==> config.mk <==
export PLATFORM = sky130hd
export DESIGN_NAME = method_signature_arg_parser_unit
export DESIGN_NICKNAME = d
export VERILOG_FILES = /design/src/rtl/msap_pkg.sv /design/src/rtl/msap_step.sv /design/src/rtl/method_signature_arg_parser_unit.sv
export SDC_FILE = /design/constraint.sdc
export NUM_CORES = 1
export LEC_CHECK = 0
export BUFFER_PORTS_ARGS = -buffer_cell sky130_fd_sc_hd__buf_2
export CORE_MARGIN = 2
export CORE_UTILIZATION = 30
export DETAILED_ROUTE_END_ITERATION = 8
export PLACE_DENSITY = 0.49
export SYNTH_ARGS = -nofsm -noshare
export SYNTH_HDL_FRONTEND = slang
export SYNTH_SLANG_ARGS = --single-unit
==> constraint.sdc <==
create_clock -name clk -period 9.2 [get_ports clk]
set_clock_uncertainty 0.15 [all_clocks]
set_input_delay 2.3 -clock clk [delete_from_list [all_inputs] [get_ports clk]]
set_output_delay 2.3 -clock clk [all_outputs]
set_load 0.02 [all_outputs]
==> src/rtl/msap_pkg.sv <==
// Shared types, character codes and decode helpers for the method signature
// argument parser. No dependencies; imported by msap_step and the top level.
package msap_pkg;

    localparam int MAX_ARGS_DEF   = 4;
    localparam int DEPTH_BITS_DEF = 8;

    localparam logic [7:0] CH_NUL     = 8'h00;
    localparam logic [7:0] CH_F_LOW   = 8'h66; // 'f'
    localparam logic [7:0] CH_D_LOW   = 8'h64; // 'd'
    localparam logic [7:0] CH_D_UP    = 8'h44; // 'D'
    localparam logic [7:0] CH_CARET   = 8'h5E; // '^'
    localparam logic [7:0] CH_LBRACE  = 8'h7B; // '{'
    localparam logic [7:0] CH_RBRACE  = 8'h7D; // '}'
    localparam logic [7:0] CH_LPAREN  = 8'h28; // '('
    localparam logic [7:0] CH_RPAREN  = 8'h29; // ')'
    localparam logic [7:0] CH_LBRACK  = 8'h5B; // '['
    localparam logic [7:0] CH_RBRACK  = 8'h5D; // ']'
    localparam logic [7:0] CH_AT      = 8'h40; // '@'
    localparam logic [7:0] CH_QUEST   = 8'h3F; // '?'
    localparam logic [7:0] CH_MINUS   = 8'h2D; // '-'
    localparam logic [7:0] CH_ZERO    = 8'h30; // '0'
    localparam logic [7:0] CH_NINE    = 8'h39; // '9'
    localparam logic [7:0] CH_Q_R_LOW = 8'h72; // 'r'
    localparam logic [7:0] CH_Q_N_LOW = 8'h6E; // 'n'
    localparam logic [7:0] CH_Q_N_UP  = 8'h4E; // 'N'
    localparam logic [7:0] CH_Q_O_LOW = 8'h6F; // 'o'
    localparam logic [7:0] CH_Q_O_UP  = 8'h4F; // 'O'
    localparam logic [7:0] CH_Q_R_UP  = 8'h52; // 'R'
    localparam logic [7:0] CH_Q_V_UP  = 8'h56; // 'V'

    // Token position: return, receiver, selector, then explicit arguments.
    localparam logic [1:0] POS_RETURN   = 2'd0;
    localparam logic [1:0] POS_RECEIVER = 2'd1;
    localparam logic [1:0] POS_SELECTOR = 2'd2;
    localparam logic [1:0] POS_EXPLICIT = 2'd3;

    typedef enum logic [4:0] {
        PH_RET   = 5'b00001,
        PH_TOK   = 5'b00010,
        PH_PTR   = 5'b00100,
        PH_AGG   = 5'b01000,
        PH_TRAIL = 5'b10000
    } phase_t;

    typedef enum logic [1:0] {
        KIND_NONE    = 2'd0,
        KIND_BRACE   = 2'd1,
        KIND_PAREN   = 2'd2,
        KIND_BRACKET = 2'd3
    } kind_t;

    typedef struct packed {
        phase_t      phase;
        kind_t       open_kind;
        logic        after_at;
        logic [1:0]  arg_pos;
        logic        halted;
        logic [7:0]  ret_char;
    } ctl_t;

    localparam ctl_t CTL_INIT = '{
        phase:     PH_RET,
        open_kind: KIND_NONE,
        after_at:  1'b0,
        arg_pos:   POS_RETURN,
        halted:    1'b0,
        ret_char:  CH_AT
    };

    function automatic logic is_qual(input logic [7:0] c);
        return (c == CH_Q_R_LOW) || (c == CH_Q_N_LOW) || (c == CH_Q_N_UP) ||
               (c == CH_Q_O_LOW) || (c == CH_Q_O_UP) || (c == CH_Q_R_UP) ||
               (c == CH_Q_V_UP);
    endfunction

    function automatic logic is_digit(input logic [7:0] c);
        return (c >= CH_ZERO) && (c <= CH_NINE);
    endfunction

    function automatic logic is_float(input logic [7:0] c);
        return (c == CH_F_LOW) || (c == CH_D_LOW) || (c == CH_D_UP);
    endfunction

    function automatic kind_t opener_kind(input logic [7:0] c);
        kind_t k;
        unique case (c)
            CH_LBRACE: k = KIND_BRACE;
            CH_LPAREN: k = KIND_PAREN;
            CH_LBRACK: k = KIND_BRACKET;
            default:   k = KIND_NONE;
        endcase
        return k;
    endfunction

    function automatic logic [7:0] kind_open(input kind_t k);
        logic [7:0] c;
        unique case (k)
            KIND_BRACE: c = CH_LBRACE;
            KIND_PAREN: c = CH_LPAREN;
            default:    c = CH_LBRACK;
        endcase
        return c;
    endfunction

    function automatic logic [7:0] kind_close(input kind_t k);
        logic [7:0] c;
        unique case (k)
            KIND_BRACE: c = CH_RBRACE;
            KIND_PAREN: c = CH_RPAREN;
            default:    c = CH_RBRACK;
        endcase
        return c;
    endfunction

endpackage

==> src/rtl/msap_step.sv <==
// Next-state logic for one signature byte: token start, pointer, aggregate
// skip, trailer skip and argument collection. Depends on msap_pkg.
module msap_step #(
    parameter int MAX_ARGS   = msap_pkg::MAX_ARGS_DEF,
    parameter int DEPTH_BITS = msap_pkg::DEPTH_BITS_DEF,
    parameter int CW         = $clog2(MAX_ARGS + 1)
) (
    input  logic [7:0]            ch,
    input  msap_pkg::ctl_t        ctl_cur,
    input  logic [DEPTH_BITS-1:0] depth_cur,
    input  logic [CW-1:0]         cnt_cur,
    input  logic [7:0]            codes_cur [MAX_ARGS],
    output msap_pkg::ctl_t        ctl_next,
    output logic [DEPTH_BITS-1:0] depth_next,
    output logic [CW-1:0]         cnt_next,
    output logic [7:0]            codes_next [MAX_ARGS]
);
    import msap_pkg::*;

    localparam logic [DEPTH_BITS-1:0] DEPTH_MAX = {DEPTH_BITS{1'b1}};
    localparam logic [CW-1:0]         CNT_MAX   = CW'(MAX_ARGS);

    logic                  do_start;
    logic                  do_body;
    logic                  do_choose;
    logic [DEPTH_BITS-1:0] depth_dec;
    kind_t                 k;

    always_comb
    begin
        ctl_next   = ctl_cur;
        depth_next = depth_cur;
        cnt_next   = cnt_cur;
        codes_next = codes_cur;
        do_start   = 1'b0;
        do_body    = 1'b0;
        do_choose  = 1'b0;
        k          = opener_kind(ch);
        depth_dec  = (depth_cur != '0) ? depth_cur - 1'b1 : '0;

        if (ch == CH_NUL) begin
            // A token of qualifiers only still counts, with code zero.
            do_choose = (ctl_cur.phase == PH_TOK);
        end else begin
            unique case (ctl_cur.phase)
                PH_RET:
                begin
                    ctl_next.ret_char = CH_NUL;
                    do_start          = 1'b1;
                end
                PH_TOK:
                begin
                    do_start = 1'b1;
                end
                PH_PTR:
                begin
                    do_body = 1'b1;
                end
                PH_AGG:
                begin
                    if (ch == kind_open(ctl_cur.open_kind)) begin
                        if (depth_cur == DEPTH_MAX) begin
                            ctl_next.halted = 1'b1;
                        end else begin
                            depth_next = depth_cur + 1'b1;
                        end
                    end else if (ch == kind_close(ctl_cur.open_kind)) begin
                        depth_next = depth_dec;
                        if (depth_dec == '0) begin
                            ctl_next.open_kind = KIND_NONE;
                            ctl_next.phase     = PH_TRAIL;
                        end
                    end
                end
                default:
                begin
                    ctl_next.after_at = 1'b0;
                    // Skip "@?" block marker, offset digits and, outside the receiver position, minus signs.
                    if (!(ctl_cur.after_at && ch == CH_QUEST) && !is_digit(ch) &&
                        !(ch == CH_MINUS && ctl_cur.arg_pos != POS_RECEIVER)) begin
                        do_start = 1'b1;
                    end
                end
            endcase
        end

        if (do_start) begin
            if (is_qual(ch)) begin
                ctl_next.phase = PH_TOK;
            end else begin
                do_choose = 1'b1;
                do_body   = 1'b1;
            end
        end

        if (do_choose) begin
            if (ctl_cur.arg_pos == POS_RETURN) begin
                ctl_next.ret_char = ch;
            end else if (ctl_cur.arg_pos == POS_EXPLICIT && !ctl_cur.halted) begin
                if (is_float(ch) || cnt_cur >= CNT_MAX) begin
                    ctl_next.halted = 1'b1;
                end else begin
                    for (int i = 0; i < MAX_ARGS; i++) begin
                        if (cnt_cur == CW'(i)) begin
                            codes_next[i] = ch;
                        end
                    end
                    cnt_next = cnt_cur + 1'b1;
                end
            end
            if (ctl_cur.arg_pos != POS_EXPLICIT) begin
                ctl_next.arg_pos = ctl_cur.arg_pos + 2'd1;
            end
        end

        if (do_body) begin
            priority if (ch == CH_CARET || is_qual(ch)) begin
                ctl_next.phase = PH_PTR;
            end else if (k != KIND_NONE) begin
                ctl_next.open_kind = k;
                depth_next         = DEPTH_BITS'(1);
                ctl_next.phase     = PH_AGG;
            end else if (ch == CH_AT) begin
                ctl_next.after_at = 1'b1;
                ctl_next.phase    = PH_TRAIL;
            end else begin
                ctl_next.phase = PH_TRAIL;
            end
        end
    end

endmodule

==> src/rtl/method_signature_arg_parser_unit.sv <==
// Top level of the method signature argument parser: input beat register,
// parse state, result register. Depends on msap_pkg and msap_step.
//
// Usage
//   Input channel (in_valid / in_stall / sig_char) carries one byte of a
//   method type-encoding string per beat; a zero byte ends the string.
//   Output channel (out_valid / out_stall / result fields) carries one beat
//   per string, holding the return code, up to four explicit argument codes,
//   their count and the unsupported flag.
// Result path: a terminator passes from the input register into the result
//   register, which offers it on out_valid from then on.
// Throughput: one byte per cycle while in_stall is low; the parse step between
//   the input register and the state/result registers is combinational.
// Stall: a non-terminator byte never waits on the output side. A terminator
//   waits in the input register only while the result register is full and
//   out_stall is high; in_stall is raised for exactly that case.
// Reset: rst_n clears both beat registers and puts the parser at the start
//   of a return token, ready for a new string. The parser also returns to
//   that state after every terminator.
module method_signature_arg_parser_unit #(
    parameter int MAX_ARGS   = msap_pkg::MAX_ARGS_DEF,
    parameter int DEPTH_BITS = msap_pkg::DEPTH_BITS_DEF
) (
    input  logic       clk,
    input  logic       rst_n,
    input  logic       in_valid,
    output logic       in_stall,
    input  logic [7:0] sig_char,
    output logic       out_valid,
    input  logic       out_stall,
    output logic [7:0] return_code,
    output logic [2:0] arg_count,
    output logic [7:0] arg_code_0,
    output logic [7:0] arg_code_1,
    output logic [7:0] arg_code_2,
    output logic [7:0] arg_code_3,
    output logic       unsupported
);
    import msap_pkg::*;

    localparam int CW = $clog2(MAX_ARGS + 1);

    // Input beat register.
    logic                  in_valid_reg;
    logic [7:0]            char_reg;

    // Parse state.
    ctl_t                  ctl_reg;
    ctl_t                  ctl_next;
    logic [DEPTH_BITS-1:0] depth_reg;
    logic [DEPTH_BITS-1:0] depth_next;
    logic [CW-1:0]         cnt_reg;
    logic [CW-1:0]         cnt_next;
    logic [7:0]            codes_reg  [MAX_ARGS];
    logic [7:0]            codes_next [MAX_ARGS];

    // Result register.
    logic                  out_valid_reg;
    logic [7:0]            ret_reg;
    logic [2:0]            count_reg;
    logic [7:0]            arg_reg [4];
    logic                  unsup_reg;

    logic                  is_term;
    logic                  proc_go;
    logic [2:0]            count_sat;
    logic [7:0]            arg_sel [4];

    assign is_term  = (char_reg == CH_NUL);
    // Hold a terminator only while the result register cannot take it.
    assign in_stall = in_valid_reg && is_term && out_valid_reg && out_stall;
    assign proc_go  = in_valid_reg && !in_stall;

    msap_step #(
        .MAX_ARGS   (MAX_ARGS),
        .DEPTH_BITS (DEPTH_BITS),
        .CW         (CW)
    ) u_step (
        .ch         (char_reg),
        .ctl_cur    (ctl_reg),
        .depth_cur  (depth_reg),
        .cnt_cur    (cnt_reg),
        .codes_cur  (codes_reg),
        .ctl_next   (ctl_next),
        .depth_next (depth_next),
        .cnt_next   (cnt_next),
        .codes_next (codes_next)
    );

    // Saturate the count at the port's range.
    assign count_sat = (32'(cnt_next) > 32'd7) ? 3'd7 : 3'(cnt_next);

    // Report only collected codes; unused slots read as zero.
    for (genvar i = 0; i < 4; i++) begin : g_arg
        if (i < MAX_ARGS) begin : g_live
            assign arg_sel[i] = (32'(cnt_next) > i) ? codes_next[i] : CH_NUL;
        end else begin : g_absent
            assign arg_sel[i] = CH_NUL;
        end
    end

    always_ff @(posedge clk or negedge rst_n)
    begin
        if (!rst_n) begin
            in_valid_reg <= 1'b0;
        end else if (!in_stall) begin
            in_valid_reg <= in_valid;
        end
    end

    always_ff @(posedge clk)
    begin
        if (in_valid && !in_stall) begin
            char_reg <= sig_char;
        end
    end

    // Advance the parse state per byte; drop back to token start at the end.
    always_ff @(posedge clk or negedge rst_n)
    begin
        if (!rst_n) begin
            ctl_reg   <= CTL_INIT;
            depth_reg <= '0;
            cnt_reg   <= '0;
        end else if (proc_go) begin
            if (is_term) begin
                ctl_reg   <= CTL_INIT;
                depth_reg <= '0;
                cnt_reg   <= '0;
            end else begin
                ctl_reg   <= ctl_next;
                depth_reg <= depth_next;
                cnt_reg   <= cnt_next;
            end
        end
    end

    // Code slots beyond the count are never reported, so they need no clear.
    always_ff @(posedge clk)
    begin
        if (proc_go && !is_term) begin
            codes_reg <= codes_next;
        end
    end

    always_ff @(posedge clk or negedge rst_n)
    begin
        if (!rst_n) begin
            out_valid_reg <= 1'b0;
        end else if (proc_go && is_term) begin
            out_valid_reg <= 1'b1;
        end else if (!out_stall) begin
            out_valid_reg <= 1'b0;
        end
    end

    always_ff @(posedge clk)
    begin
        if (proc_go && is_term) begin
            ret_reg   <= ctl_next.ret_char;
            count_reg <= count_sat;
            arg_reg   <= arg_sel;
            unsup_reg <= ctl_next.halted;
        end
    end

    assign out_valid   = out_valid_reg;
    assign return_code = ret_reg;
    assign arg_count   = count_reg;
    assign arg_code_0  = arg_reg[0];
    assign arg_code_1  = arg_reg[1];
    assign arg_code_2  = arg_reg[2];
    assign arg_code_3  = arg_reg[3];
    assign unsupported = unsup_reg;

    // A terminator always leaves the parser at the start of a fresh string.
    a_term_restarts: assert property (@(posedge clk) disable iff (!rst_n)
        (proc_go && is_term) |=> (ctl_reg.phase == PH_RET && cnt_reg == '0 &&
                                  !ctl_reg.halted && ctl_reg.ret_char == CH_AT))
        else $error("parser state not restarted after terminator");

    // The input side waits only behind a full, stalled result register.
    a_stall_cause: assert property (@(posedge clk) disable iff (!rst_n)
        in_stall |-> (out_valid_reg && out_stall && in_valid_reg))
        else $error("input stalled without output back-pressure");

    // Collected count never passes the argument limit.
    a_count_bound: assert property (@(posedge clk) disable iff (!rst_n)
        (32'(cnt_reg) <= MAX_ARGS))
        else $error("argument count beyond limit");

    // A new result is loaded only after the previous one left or was absent.
    a_no_overwrite: assert property (@(posedge clk) disable iff (!rst_n)
        (out_valid_reg && out_stall) |=> (out_valid_reg && $stable(ret_reg) &&
                                          $stable(count_reg) && $stable(unsup_reg)))
        else $error("pending result overwritten");

endmodule

==> run_results.csv <==
group,metric,value,unit
global_routing,grt-ovfl-total,0,
clocking,post_cts_resized,0,
logic_synthesis,syn_nets,594,
logic_synthesis,ys_seq_area_share,55.7,%
power_and_ir_drop,p_leak,2.74,nW
logic_synthesis,avgSynthCellArea,10.5,um^2
clocking,hold_buffers,0,
floorplan,die-area,21000,um^2
timing,setup_viol,0,
worst_setup_path,crit_slowest_cell,"nand4_1",
timing,slew_headroom,38.3,%
finish,drive_gt1_share,18.8,%
place,gp_congestion,0.829,
finish,layout.nets,634,
timing,finalHoldViolCount,0,
clocking,cts-root-buf,"clkbuf_16",
finish,diodes,0,
drt,ant_nets,0,
flow_run,drv_cap,0,
worst_setup_path,crit_top_cell,"buf_2",
floorplan,die_w,145,um
place,port_buffers,57,
global_routing,track_usage,15.0,%
timing,rsz0062_at_grt,"false",
logic_synthesis,yosysWarnings,0,
logic_synthesis,async_flop_share,27.6,%
worst_setup_path,crit_type,"primary input to output pin",
clocking,post-cts-setup-buffers,0,
timing,hold_slack,0.352,ns
global_routing,grt_pass1_wl,25000,um
drt,viasPerCell,5.15,
logic_synthesis,ys.flop_type,"edfxtp_1",
drt,wl,15200,um
finish,fillers,1986,
logic_synthesis,syn_inst,570,
worst_setup_path,start_kind,"primary input",
timing,fin_crit,5.32,ns
finish,finish.instance_area,7080,um^2
clocking,insertion_delay,0.42,ns
global_routing,grt_max_degree,42,
clocking,cts_tree,"done",
worst_setup_path,path_cells,"buf_2, nand4_1, inv_1, buf_2",
drt,drt_pass1_iterations,6,
global_routing,grt_antenna_before_repair,0,
worst_setup_path,cp_data_required_time,6.75,ns
timing,slew_violations,0,
worst_setup_path,worst-path-buf-inv,3,
clocking,cts_buffers,17,
drt,wl_per_cell,17.2,um
drt,drtIter0Drc,449,
floorplan,fp-row-count,51,
drt,drc,0,
run_status,outcome,"finished, final reports clean",
finish,largest_reg_flops,32,
logic_synthesis,syn_area,5970,um^2
worst_setup_path,critical-path-top-delay-family,"buffers and inverters",
place,dpl_cell_area,6450,um^2
floorplan,die_height,145,um
worst_setup_path,max_stage_delay,0.20,ns
finish,area_delta_synth_final,18.5,%
logic_synthesis,synth_edf_count,84,
worst_setup_path,cp.arrival,2.87,ns
floorplan,core,19500,um^2
power_and_ir_drop,powerDensity,242,nW/um^2
timing,fmax,188,MHz
global_routing,grt_pass1_vias,4483,
floorplan,start_util,30.6,%
worst_setup_path,path_max_fanout,5,
clocking,clockBufferDepth,2,
worst_setup_path,crit_path_end_kind,"output pin",
timing,tightestPinTransition,0.925,ns
min_path,hold_path_class,"flip-flop to flip-flop",
place,hpwl,10300,um
clocking,cts.sinks,116,
logic_synthesis,ys_seq_elements,116,
power_and_ir_drop,vdd_ir_drop_max,139,uV
timing,period_share,57.8,%
drt,dr_total_vias,4572,
clocking,cts_max_level,4,
floorplan,io_pins,58,
clocking,clk_pin_slew_worst_paths,0.05,ns
logic_synthesis,yosysUniqueCellTypes,66,
timing,tns,0,ns
-- logic make-up (layout without fill, tap and decap cells) --
family,after synthesis,after routing,share of synthesized area [%]
adders and majority gates,12,12,2.51
xor gates and xnor gates,5,5,0.734
muxes,14,14,2.54
AOI/OAI and AO/OA,158,158,17.4
DFF,116,116,55.7
and+or+nand+nor,207,207,17.3
buffers and inverters,58,111,3.88
-- final timing paths --
kind	startpoint	to	slack [ns]	cells after the start
worst max-delay path	out_stall	in_stall	3.88	4
worst min-delay path	ctl_reg[1]	ctl_reg[1]	0.35	1
worst max register to register	char_reg[0]	ctl_reg[18]	5.02	7
worst min register to register	ctl_reg[1]	ctl_reg[1]	0.35	1
max in group asynchronous	rst_n	ctl_reg[12]	6.59	1
min in group asynchronous	rst_n	depth_reg[0]	1.81	1
-- metal layers --
layer,track usage [%],routed length [um],part of all wire [%]
met5,0,0,0
met4,4.66,108,0.71
met3,3.71,823,5.4
met2,21.6,6660,44
met1,22.1,7650,50
-- power by group --
group / internal [W] / switching, W
sequential: 0.000639 / 0.0000402
combinational: 0.000112 / 0.000222
clock: 0.000456 / 0.000246
-- layout make-up --
type,instances,area [um^2],area share (%)
clock buffers,18,429,6.06
well taps,265,332,4.69
clock inverters,14,201,2.85
inverters,20,75.1,1.06
repair buffers,59,300,4.24
flip-flops and latches,116,3330,47.0
multi-input cells,396,2410,34.1
-- Yosys cell counts (2+ instances only) --
library cell,n,share of area [%]
nand2b_1,4,0.42
nor2_1,23,1.4
nor2b_1,14,1.5
nand3b_1,3,0.38
edfxtp_1,84,42
inv_1,20,1.3
mux2_2,9,1.7
buf_2,8,0.67
a31oi_1,7,0.73
xor2_1,2,0.29
buf_1,4,0.25
nand4_1,4,0.42
o21ai_0,54,4.5
o22ai_1,2,0.21
nor4b_1,3,0.44
nand2_1,75,4.7
and3_1,6,0.63
nor3b_1,2,0.25
nor4_1,4,0.42
o21a_1,3,0.38
a22o_1,11,1.6
dfstp_2,2,0.88
dfrtp_1,30,13
a21boi_0,2,0.25
or2_2,2,0.21
xnor2_1,3,0.44
or3b_2,4,0.59
and2_1,6,0.63
a21oi_1,41,3.4
nor3_1,13,1.1
ha_1,12,2.5
a21o_1,5,0.63
mux2i_1,5,0.84
o221a_2,2,0.38
or4_1,3,0.38
o31ai_1,6,0.75
a32o_1,4,0.67
nand3_1,36,3.0
clkbuf_1,25,1.6
-- metrics by stage --
stage / std cells / util, % / worst slack [ns] / power [W]
detailed placement: 856 / 33.0 / 3.89 / 0.00102
finish: 888 / 36.2 / 3.88 / 0.00172
CTS: 888 / 36.2 / 3.89 / 0.00173
floorplan: 570 / - / 4.12 / 0.000937
global placement: 856 / 33.0 / 3.95 / 0.00102
global route: 888 / 36.2 / 3.74 / 0.00181
-- placed cells by master (no fill, tap or decap), types with 5 or more instances in the layout --
master	Yosys	routed
edfxtp_1	84	84
nand2_1	75	75
buf_2	8	57
o21ai_0	54	54
a21oi_1	41	41
nand3_1	36	36
dfrtp_1	30	30
nor2_1	23	23
inv_1	20	19
clkbuf_16	0	17
nor2b_1	14	14
nor3_1	13	13
ha_1	12	12
a22o_1	11	11
mux2_2	9	9
a31oi_1	7	7
and3_1	6	6
and2_1	6	6
o31ai_1	6	6
a21o_1	5	5
mux2i_1	5	5
Note: power is estimated with default switching activity, not from simulation.
